**config.mk**
```make
export PLATFORM = sky130hd
export DESIGN_NAME = utf8_stream_decoder_flat
export DESIGN_NICKNAME = d
export VERILOG_FILES = /design/src/hw/rtl/u8d_pkg.sv /design/src/hw/rtl/u8d_if.sv /design/src/hw/rtl/utf8_stream_decoder.sv /design/src/hw/rtl/u8d_front.sv /design/src/hw/rtl/u8d_fifo.sv /design/src/hw/rtl/u8d_back.sv /design/src/flat_wrapper.sv
export SDC_FILE = /design/constraint.sdc
export NUM_CORES = 1
export LEC_CHECK = 0
export BUFFER_PORTS_ARGS = -buffer_cell sky130_fd_sc_hd__buf_2
export CAP_MARGIN = 20
export CORE_ASPECT_RATIO = 0.9
export CORE_MARGIN = 3
export CORE_UTILIZATION = 49
export CTS_CLUSTER_DIAMETER = 150
export DETAILED_ROUTE_END_ITERATION = 16
export PLACE_DENSITY = 0.7
export SYNTH_ARGS = -nofsm -noshare
export SYNTH_HDL_FRONTEND = slang
export SYNTH_SLANG_ARGS = --single-unit
```
**constraint.sdc**
```tcl
create_clock -name clk_i -period 10 [get_ports clk_i]
set_input_delay 0.5 -clock clk_i [delete_from_list [all_inputs] [get_ports clk_i]]
set_output_delay 0.5 -clock clk_i [all_outputs]
set_load 0.01 [all_outputs]
```
**src/hw/rtl/u8d_pkg.sv**
```systemverilog
// Shared types and constants of the UTF-8 stream decoder.
`timescale 1ns / 1ps

package u8d_pkg;

  // Widths of the beat fields
  localparam int unsigned U8D_BYTE_W = 8;
  localparam int unsigned U8D_CP_W   = 21;
  localparam int unsigned U8D_USED_W = 3;
  localparam int unsigned U8D_CNT_W  = 3;

  // Default depth of the command queue between front and back
  localparam int unsigned U8D_QDEPTH = 4;

  // Replacement character U+FFFD
  localparam logic [U8D_CP_W-1:0] U8D_REPLACEMENT = 21'h00FFFD;

  // One command per input byte that gives results: rep_cnt replacement beats, then an optional good beat
  typedef struct packed {
    logic [U8D_CNT_W-1:0]  rep_cnt;
    logic                  tail_v;
    logic [U8D_CP_W-1:0]   tail_cp;
    logic [U8D_USED_W-1:0] tail_used;
  } u8d_cmd_t;

  // Queue status seen by front and back
  typedef struct packed {
    logic full;
    logic empty;
  } u8d_qstat_t;

endpackage

```
**src/hw/rtl/u8d_if.sv**
```systemverilog
// Valid/ready channel interfaces for decoder input bytes and decoded results.
`timescale 1ns / 1ps

interface u8d_in_if;
  logic       valid;
  logic       ready;
  logic [7:0] data_byte;
  logic       final_byte;

  modport source (output valid, output data_byte, output final_byte, input ready);
  modport sink   (input valid, input data_byte, input final_byte, output ready);
endinterface

interface u8d_out_if;
  logic        valid;
  logic        ready;
  logic [20:0] code_point;
  logic        bad_sequence;
  logic [2:0]  bytes_used;
  logic        run_end;

  modport source (output valid, output code_point, output bad_sequence,
                  output bytes_used, output run_end, input ready);
  modport sink   (input valid, input code_point, input bad_sequence,
                  input bytes_used, input run_end, output ready);
endinterface

```
**src/hw/rtl/utf8_stream_decoder.sv**
```systemverilog
// Top level of the UTF-8 stream decoder: front, command queue and back.
//
//   port    dir  beat payload                                         role
//   in_i    in   data_byte[7:0], final_byte                           raw text bytes
//   out_o   out  code_point[20:0], bad_sequence, bytes_used[2:0],     decoded results
//                run_end
//
// Takes one byte per cycle while the command queue has room; a byte that gives
// results becomes one command holding one to four of them, a byte that gives none
// pushes nothing. The back emits one result per cycle while the output is ready,
// so a byte with k results holds it for k beats; the queue (QDepth commands)
// absorbs those bursts, and each command passes through it and the back's register.
// Reset clears the sequence state and the queue; no clearing pass is needed.
// A stalled output backs up the queue, and the input stalls only once it is full.
`timescale 1ns / 1ps

module utf8_stream_decoder
  import u8d_pkg::*;
#(
  parameter int unsigned QDepth = U8D_QDEPTH
) (
  input  logic       clk_i,
  input  logic       rst_ni,
  u8d_in_if.sink     in_i,
  u8d_out_if.source  out_o
);

  u8d_cmd_t   push_cmd;
  u8d_cmd_t   head_cmd;
  u8d_qstat_t qstat;
  logic       push;
  logic       pop;

  // Classify bytes
  u8d_front u_front (
    .clk_i        (clk_i),
    .rst_ni       (rst_ni),
    .valid_i      (in_i.valid),
    .data_byte_i  (in_i.data_byte),
    .final_byte_i (in_i.final_byte),
    .ready_o      (in_i.ready),
    .qstat_i      (qstat),
    .push_o       (push),
    .cmd_o        (push_cmd)
  );

  // Queue commands
  u8d_fifo #(
    .Depth (QDepth)
  ) u_fifo (
    .clk_i   (clk_i),
    .rst_ni  (rst_ni),
    .push_i  (push),
    .wdata_i (push_cmd),
    .pop_i   (pop),
    .rdata_o (head_cmd),
    .qstat_o (qstat)
  );

  // Emit results
  u8d_back u_back (
    .clk_i          (clk_i),
    .rst_ni         (rst_ni),
    .cmd_i          (head_cmd),
    .qstat_i        (qstat),
    .pop_o          (pop),
    .valid_o        (out_o.valid),
    .ready_i        (out_o.ready),
    .code_point_o   (out_o.code_point),
    .bad_sequence_o (out_o.bad_sequence),
    .bytes_used_o   (out_o.bytes_used),
    .run_end_o      (out_o.run_end)
  );

endmodule

```
**src/hw/rtl/u8d_front.sv**
```systemverilog
// Front end: classifies each byte, tracks the open sequence and issues commands.
`timescale 1ns / 1ps

module u8d_front
  import u8d_pkg::*;
(
  input  logic                  clk_i,
  input  logic                  rst_ni,
  input  logic                  valid_i,
  input  logic [U8D_BYTE_W-1:0] data_byte_i,
  input  logic                  final_byte_i,
  output logic                  ready_o,
  input  u8d_qstat_t            qstat_i,
  output logic                  push_o,
  output u8d_cmd_t              cmd_o
);

  logic [2:0]          exp_q, exp_d;
  logic [1:0]          held_q, held_d;
  logic [U8D_CP_W-1:0] part_q, part_d;

  logic                accept;
  logic                is_cont;
  logic                fresh;
  logic [1:0]          held_inc;
  logic [U8D_CP_W-1:0] cont_val;
  u8d_cmd_t            cmd;

  assign ready_o  = !qstat_i.full;
  assign accept   = valid_i && ready_o;
  assign is_cont  = (data_byte_i[7:6] == 2'b10);
  assign held_inc = held_q + 2'd1;
  assign cont_val = {part_q[U8D_CP_W-7:0], data_byte_i[5:0]};

  // Decode the byte against the open sequence
  always_comb begin
    exp_d  = exp_q;
    held_d = held_q;
    part_d = part_q;
    cmd    = '0;
    fresh  = 1'b1;

    if (exp_q != 3'd0) begin
      if (is_cont) begin
        fresh = 1'b0;
        if (({1'b0, held_inc} + 3'd1) >= exp_q) begin
          // sequence complete
          cmd.tail_v    = 1'b1;
          cmd.tail_cp   = cont_val;
          cmd.tail_used = exp_q;
          exp_d  = 3'd0;
          held_d = 2'd0;
          part_d = '0;
        end else if (final_byte_i) begin
          // truncated at end of text: lead plus every continuation taken
          cmd.rep_cnt = {1'b0, held_inc} + 3'd1;
          exp_d  = 3'd0;
          held_d = 2'd0;
          part_d = '0;
        end else begin
          part_d = cont_val;
          held_d = held_inc;
        end
      end else begin
        // broken sequence: flush lead and held continuations
        cmd.rep_cnt = {1'b0, held_q} + 3'd1;
        exp_d  = 3'd0;
        held_d = 2'd0;
        part_d = '0;
      end
    end

    // Take the byte as a new lead
    if (fresh) begin
      held_d = 2'd0;
      if (!data_byte_i[7]) begin
        cmd.tail_v    = 1'b1;
        cmd.tail_cp   = {13'd0, data_byte_i};
        cmd.tail_used = 3'd1;
      end else if (data_byte_i[7:5] == 3'b110) begin
        exp_d  = 3'd2;
        part_d = {16'd0, data_byte_i[4:0]};
      end else if (data_byte_i[7:4] == 4'b1110) begin
        exp_d  = 3'd3;
        part_d = {17'd0, data_byte_i[3:0]};
      end else if (data_byte_i[7:3] == 5'b11110) begin
        exp_d  = 3'd4;
        part_d = {18'd0, data_byte_i[2:0]};
      end else begin
        cmd.rep_cnt = cmd.rep_cnt + 3'd1;
      end
      if (final_byte_i && (exp_d != 3'd0)) begin
        cmd.rep_cnt = cmd.rep_cnt + 3'd1;
        exp_d  = 3'd0;
        part_d = '0;
      end
    end
  end

  assign cmd_o  = cmd;
  assign push_o = accept && ((cmd.rep_cnt != 3'd0) || cmd.tail_v);

  // Hold sequence state between beats
  always_ff @(posedge clk_i or negedge rst_ni) begin
    if (!rst_ni) begin
      exp_q  <= 3'd0;
      held_q <= 2'd0;
      part_q <= '0;
    end else if (accept) begin
      exp_q  <= exp_d;
      held_q <= held_d;
      part_q <= part_d;
    end
  end

`ifndef ASSERT_OFF
  a_held_below_len: assert property (@(posedge clk_i) disable iff (!rst_ni)
    (exp_q != 3'd0) |-> (({1'b0, held_q} + 3'd2) <= exp_q))
    else $error("held continuations reached sequence length");
  a_final_closes: assert property (@(posedge clk_i) disable iff (!rst_ni)
    (accept && final_byte_i) |=> (exp_q == 3'd0))
    else $error("sequence left open after final byte");
`endif

endmodule

```
**src/hw/rtl/u8d_fifo.sv**
```systemverilog
// Short command queue between the front and the back.
`timescale 1ns / 1ps

module u8d_fifo
  import u8d_pkg::*;
#(
  parameter int unsigned Depth = U8D_QDEPTH
) (
  input  logic       clk_i,
  input  logic       rst_ni,
  input  logic       push_i,
  input  u8d_cmd_t   wdata_i,
  input  logic       pop_i,
  output u8d_cmd_t   rdata_o,
  output u8d_qstat_t qstat_o
);

  localparam int unsigned PtrW = (Depth > 1) ? $clog2(Depth) : 1;
  localparam int unsigned CntW = $clog2(Depth + 1);

  u8d_cmd_t          mem_q [Depth];
  logic [PtrW-1:0]   wr_ptr_q, rd_ptr_q;
  logic [CntW-1:0]   cnt_q;
  logic              do_push, do_pop;

  assign qstat_o.full  = (cnt_q == CntW'(Depth));
  assign qstat_o.empty = (cnt_q == '0);
  assign do_push       = push_i && !qstat_o.full;
  assign do_pop        = pop_i && !qstat_o.empty;
  assign rdata_o       = mem_q[rd_ptr_q];

  // Advance pointers and count
  always_ff @(posedge clk_i or negedge rst_ni) begin
    if (!rst_ni) begin
      wr_ptr_q <= '0;
      rd_ptr_q <= '0;
      cnt_q    <= '0;
    end else begin
      if (do_push) begin
        wr_ptr_q <= (wr_ptr_q == PtrW'(Depth - 1)) ? '0 : wr_ptr_q + PtrW'(1);
      end
      if (do_pop) begin
        rd_ptr_q <= (rd_ptr_q == PtrW'(Depth - 1)) ? '0 : rd_ptr_q + PtrW'(1);
      end
      if (do_push && !do_pop) begin
        cnt_q <= cnt_q + CntW'(1);
      end else if (!do_push && do_pop) begin
        cnt_q <= cnt_q - CntW'(1);
      end
    end
  end

  // Store commands
  always_ff @(posedge clk_i) begin
    if (do_push) begin
      mem_q[wr_ptr_q] <= wdata_i;
    end
  end

`ifndef ASSERT_OFF
  a_no_overflow: assert property (@(posedge clk_i) disable iff (!rst_ni)
    push_i |-> !qstat_o.full)
    else $error("push into full queue");
  a_cnt_bound: assert property (@(posedge clk_i) disable iff (!rst_ni)
    cnt_q <= CntW'(Depth))
    else $error("queue count beyond depth");
`endif

endmodule

```
**src/hw/rtl/u8d_back.sv**
```systemverilog
// Back end: expands each command into result beats, one per cycle while the output is ready.
`timescale 1ns / 1ps

module u8d_back
  import u8d_pkg::*;
(
  input  logic                  clk_i,
  input  logic                  rst_ni,
  input  u8d_cmd_t              cmd_i,
  input  u8d_qstat_t            qstat_i,
  output logic                  pop_o,
  output logic                  valid_o,
  input  logic                  ready_i,
  output logic [U8D_CP_W-1:0]   code_point_o,
  output logic                  bad_sequence_o,
  output logic [U8D_USED_W-1:0] bytes_used_o,
  output logic                  run_end_o
);

  u8d_cmd_t             cmd_q;
  logic                 valid_q;
  logic [U8D_CNT_W-1:0] idx_q;

  logic [U8D_CNT_W-1:0] total;
  logic                 is_rep;
  logic                 last;
  logic                 fire;
  logic                 load;

  assign total  = cmd_q.rep_cnt + {{(U8D_CNT_W-1){1'b0}}, cmd_q.tail_v};
  assign is_rep = (idx_q < cmd_q.rep_cnt);
  assign last   = ((idx_q + 3'd1) == total);
  assign fire   = valid_q && ready_i;
  assign load   = !valid_q || (fire && last);
  assign pop_o  = load && !qstat_i.empty;

  // Drive the current beat
  assign valid_o        = valid_q;
  assign code_point_o   = is_rep ? U8D_REPLACEMENT : cmd_q.tail_cp;
  assign bad_sequence_o = is_rep;
  assign bytes_used_o   = is_rep ? 3'd1 : cmd_q.tail_used;
  assign run_end_o      = last;

  // Load the next command or step through the current one
  always_ff @(posedge clk_i or negedge rst_ni) begin
    if (!rst_ni) begin
      valid_q <= 1'b0;
      idx_q   <= '0;
    end else if (load) begin
      valid_q <= !qstat_i.empty;
      idx_q   <= '0;
    end else if (fire) begin
      idx_q <= idx_q + 3'd1;
    end
  end

  always_ff @(posedge clk_i) begin
    if (pop_o) begin
      cmd_q <= cmd_i;
    end
  end

`ifndef ASSERT_OFF
  a_idx_in_range: assert property (@(posedge clk_i) disable iff (!rst_ni)
    valid_q |-> (idx_q < total))
    else $error("beat index past end of command");
  a_mid_run_holds: assert property (@(posedge clk_i) disable iff (!rst_ni)
    (fire && !last) |=> (valid_q && (idx_q == ($past(idx_q) + 3'd1))))
    else $error("command dropped before its last beat");
`endif

endmodule

```
**src/flat_wrapper.sv**
```systemverilog
// flat-port wrapper written by rule: the top's interface ports become plain ports
module utf8_stream_decoder_flat import u8d_pkg::*;
#(
  parameter int unsigned QDepth = U8D_QDEPTH
)
  (clk_i, rst_ni, in_i_valid, in_i_data_byte, in_i_final_byte, in_i_ready, out_o_valid, out_o_code_point, out_o_bad_sequence, out_o_bytes_used, out_o_run_end, out_o_ready);
  u8d_in_if in_i_i ();
  u8d_out_if out_o_i ();
  input  logic clk_i;
  input  logic rst_ni;
  input wire logic [$bits(in_i_i.valid)-1:0] in_i_valid;
  input wire logic [$bits(in_i_i.data_byte)-1:0] in_i_data_byte;
  input wire logic [$bits(in_i_i.final_byte)-1:0] in_i_final_byte;
  output wire logic [$bits(in_i_i.ready)-1:0] in_i_ready;
  output wire logic [$bits(out_o_i.valid)-1:0] out_o_valid;
  output wire logic [$bits(out_o_i.code_point)-1:0] out_o_code_point;
  output wire logic [$bits(out_o_i.bad_sequence)-1:0] out_o_bad_sequence;
  output wire logic [$bits(out_o_i.bytes_used)-1:0] out_o_bytes_used;
  output wire logic [$bits(out_o_i.run_end)-1:0] out_o_run_end;
  input wire logic [$bits(out_o_i.ready)-1:0] out_o_ready;
  assign in_i_i.valid = in_i_valid;
  assign in_i_i.data_byte = in_i_data_byte;
  assign in_i_i.final_byte = in_i_final_byte;
  assign in_i_ready = in_i_i.ready;
  assign out_o_valid = out_o_i.valid;
  assign out_o_code_point = out_o_i.code_point;
  assign out_o_bad_sequence = out_o_i.bad_sequence;
  assign out_o_bytes_used = out_o_i.bytes_used;
  assign out_o_run_end = out_o_i.run_end;
  assign out_o_i.ready = out_o_ready;
  utf8_stream_decoder #(.QDepth(QDepth)) u_core (.clk_i(clk_i), .rst_ni(rst_ni), .in_i(in_i_i), .out_o(out_o_i));
endmodule
```
==> flow_summary.json <==
{
  "tns_ns": 0,
  "clk_pin_slew_ns": 0.06,
  "num_rows": 41,
  "r2r_slack_ns": 4.87,
  "routed_via_density": 5.56,
  "setup_viol": 0,
  "initial_core_util_pct": 50.7,
  "max_cap_violations": 0,
  "syn_area_sq_mm": 0.00718,
  "wl_microns": 12600,
  "vias": 3787,
  "total_power_mw": 2.29,
  "ant_nets": 0,
  "dpl.hpwl_microns": 7740,
  "dr.pass1.iters": 4,
  "grt_overflow": 0,
  "fin_crit_sh_pct": 51.3,
  "synth_cell_type_count": 53,
  "final.min_clock_period_ns": 5.13,
  "hold_ws_ns": 0.141,
  "final_common_cell": "edfxtp_1",
  "postCtsSetupRepairBufs": 0,
  "ys_seq_elements": 171,
  "p_seq_share_pct": 44.2,
  "first_iter_violations": 277,
  "post_drt_wl_per_cell_microns": 18.5,
  "p_clk_share_pct": 27.8,
  "min_path_type": "in2async",
  "grt_pass1_vias": 3944,
  "yosysSeqAreaShare_pct": 69.4,
  "syn_inst": 424,
  "switching_share_pct": 29.3,
  "clk_latency_ns": 0.42,
  "cp_max_fo": 12,
  "syn_to_final_growth_pct": 14.1,
  "rsz0062_at_grt": "no",
  "die_width_microns": 134,
  "final_util_pct": 57.9,
  "synth-async-reset-ratio_pct": 18.1,
  "slew_headroom_pct": 33.5,
  "power_density_mw_per_mm2": 280,
  "critical_path_class": "reg2reg",
  "slew_violations": 0,
  "grt_max_degree": 32,
  "irDropWorstVdd_mv": 0.175,
  "post_cts_resize_count": 0,
  "antenna_found_initial": 0,
  "holdBufCountCts": 0,
  "drc": 0,
  "diodes": 0,
  "syn_nets": 455,
  "cts_buffers": 17,
  "end_kind": "flip-flop",
  "power_frac_comb_pct": 28.0,
  "dieArea_sq_mm": 0.0161,
  "synth-edff-count": 140,
  "cts_max_path_buffers": 2,
  "grt_usage_pct": 16.9,
  "tightestPinTransition_ns": 0.993,
  "cp-start-kind": "flip-flop",
  "coreArea_sq_mm": 0.0142,
  "reg2reg_from": "u_core.u_front.held_q[0]",
  "fin_skew_ns": 0.0130,
  "routabilityCongestion": 0.900,
  "clock-sinks": 171,
  "design_area_sq_mm": 0.00819,
  "avgSynthCellArea_sq_um": 16.9,
  "ys.flop_type": "edfxtp_1",
  "nets": 506,
  "p_int_mw": 1.62,
  "fp.dieH_microns": 121,
  "worstPathRequired_ns": 10.30,
  "dpl_cell_area_sq_mm": 0.00759,
  "cts-root-buf": "clkbuf_16",
  "ys_warn_count": 0,
  "fmax_mhz": 195,
  "outcome": "finished, final reports clean",
  "drive_gt1_share_pct": 25.4,
  "final_cell_mix": "edfxtp_1, buf_2, and2_1, dfrtp_1, mux4_2",
  "pin_count": 41,
  "arrival_ns": 5.43,
  "timing.critical_path.from": "u_core.u_front.held_q[0]",
  "htree_levels": 4,
  "p_sw_mw": 0.672,
  "hold_viol_final": 0,
  "numPortBuffers": 40,
  "leakage_nw": 2.98,
  "cts_tree": "built",
  "grt_pass1_wl_microns": 20600
}
[worst max-delay path: stages, from the launching register on]
cell and delay (ns):
dfrtp_1 0.44, inv_1 0.14, ha_1 0.40, xor2_1 0.20
ha_1 0.19, a21o_1 0.15, a31oi_1 0.72, nand2_1 0.17
o211a_1 0.24, nor3_1 0.23, ha_1 0.28, a32oi_2 0.19
o21ai_2 0.12, o41a_4 0.55, ha_1 0.24, inv_1 0.07
fa_1 0.41, mux2_2 0.27
[Yosys cell counts (2+ instances only)]
cell	number	area (sq um)
a21boi_0	3	22.5
a21o_1	3	22.5
a21oi_1	5	25.0
a22o_1	13	114
a31oi_1	4	25.0
a32o_1	2	20.0
and2_1	32	200
and3_2	2	15.0
buf_1	3	11.3
buf_4	2	15.0
buf_6	3	33.8
clkbuf_1	8	30.0
dfrtp_1	31	776
edfxtp_1	140	4200
ha_1	17	213
inv_1	13	48.8
mux2_2	4	45.0
mux2_4	2	30.0
mux4_2	28	631
nand2_1	21	78.8
nand2b_1	20	125
nand3_1	6	30.0
nor2_1	10	37.5
nor2b_1	2	12.5
nor3_1	5	25.0
o21ai_0	5	25.0
o22ai_1	2	12.5
o31ai_1	5	37.5
or3_1	2	12.5
xnor2_1	5	43.8
xor2_1	4	35.0
[worst paths after layout]
kind / endpoint / depth (start not counted)
max: u_core.u_fifo.cnt_q[1] / 17
min: u_core.u_front.exp_q[2] / 1
max reg2reg: u_core.u_fifo.cnt_q[1] / 17
min reg2reg: u_core.u_front.part_q[14] / 1
max in group asynchronous: u_core.u_fifo.rd_ptr_q[0] / 1
min in group clk_i: u_core.u_front.part_q[1] / 2
[cell type report]
| cell class | count | area [sq um] |
|---|---|---|
| clock buffers | 19 | 443 |
| clock inverters | 13 | 143 |
| fillers | 1106 | 5970 |
| inverters | 13 | 48.8 |
| multi-input cells | 224 | 2060 |
| flip-flops and latches | 171 | 4980 |
| well taps | 193 | 241 |
| repair buffers | 48 | 273 |
[state kept, by name, summed over array words and instances (netlist names)]
signal	cells
u_core.u_back.cmd_q	28
u_core.u_back.idx_q	3
u_core.u_back.valid_o	1
u_core.u_fifo.cnt_q	3
u_core.u_fifo.mem_q	112
u_core.u_fifo.rd_ptr_q	2
u_core.u_fifo.wr_ptr_q	2
u_core.u_front.exp_q	3
u_core.u_front.held_q	2
u_core.u_front.part_q	15
[power by group through the flow]
stage	sequential [mW]	clock (mW)	combinational (mW)
3_5_place_dp	1.05	0	0.623
2_1_floorplan	1.00	0	0.464
3_3_place_gp	1.05	0	0.605
4_1_cts	1.04	0.653	0.624
6_report	1.01	0.637	0.642
5_1_grt	1.03	0.683	0.709
[metrics by stage]
step	instances	setup slack, ns
2_1_floorplan	424	5.67
3_3_place_gp	648	5.13
3_5_place_dp	648	4.97
4_1_cts	680	4.92
5_1_grt	681	4.61
6_report	681	4.87
[cell families (layout without fill, tap and decap cells)]
family	after synthesis	after routing	share of synthesized area [%]
XOR/XNOR	9	9	1.10
flip-flops	171	171	69.3
AO/OA/AOI/OAI	52	52	5.75
multiplexers	34	34	9.83
adder cells (fa/ha/maj)	18	18	3.24
buffers and inverters	29	93	1.93
AND/OR/NAND/NOR	111	111	8.80
[metal layers]
layer  part of all wire, %  wire [microns]  vias up  global-route usage (%)
met2                    48            6080      125                    26.3
met5                     0               0        -                       0
li1                      -               -     1742                       -
met1                    43            5440     1893                    22.1
met4                   2.7             339        0                    7.65
met3                   5.9             740       27                    5.37
Note: power is estimated with default switching activity, not from simulation.
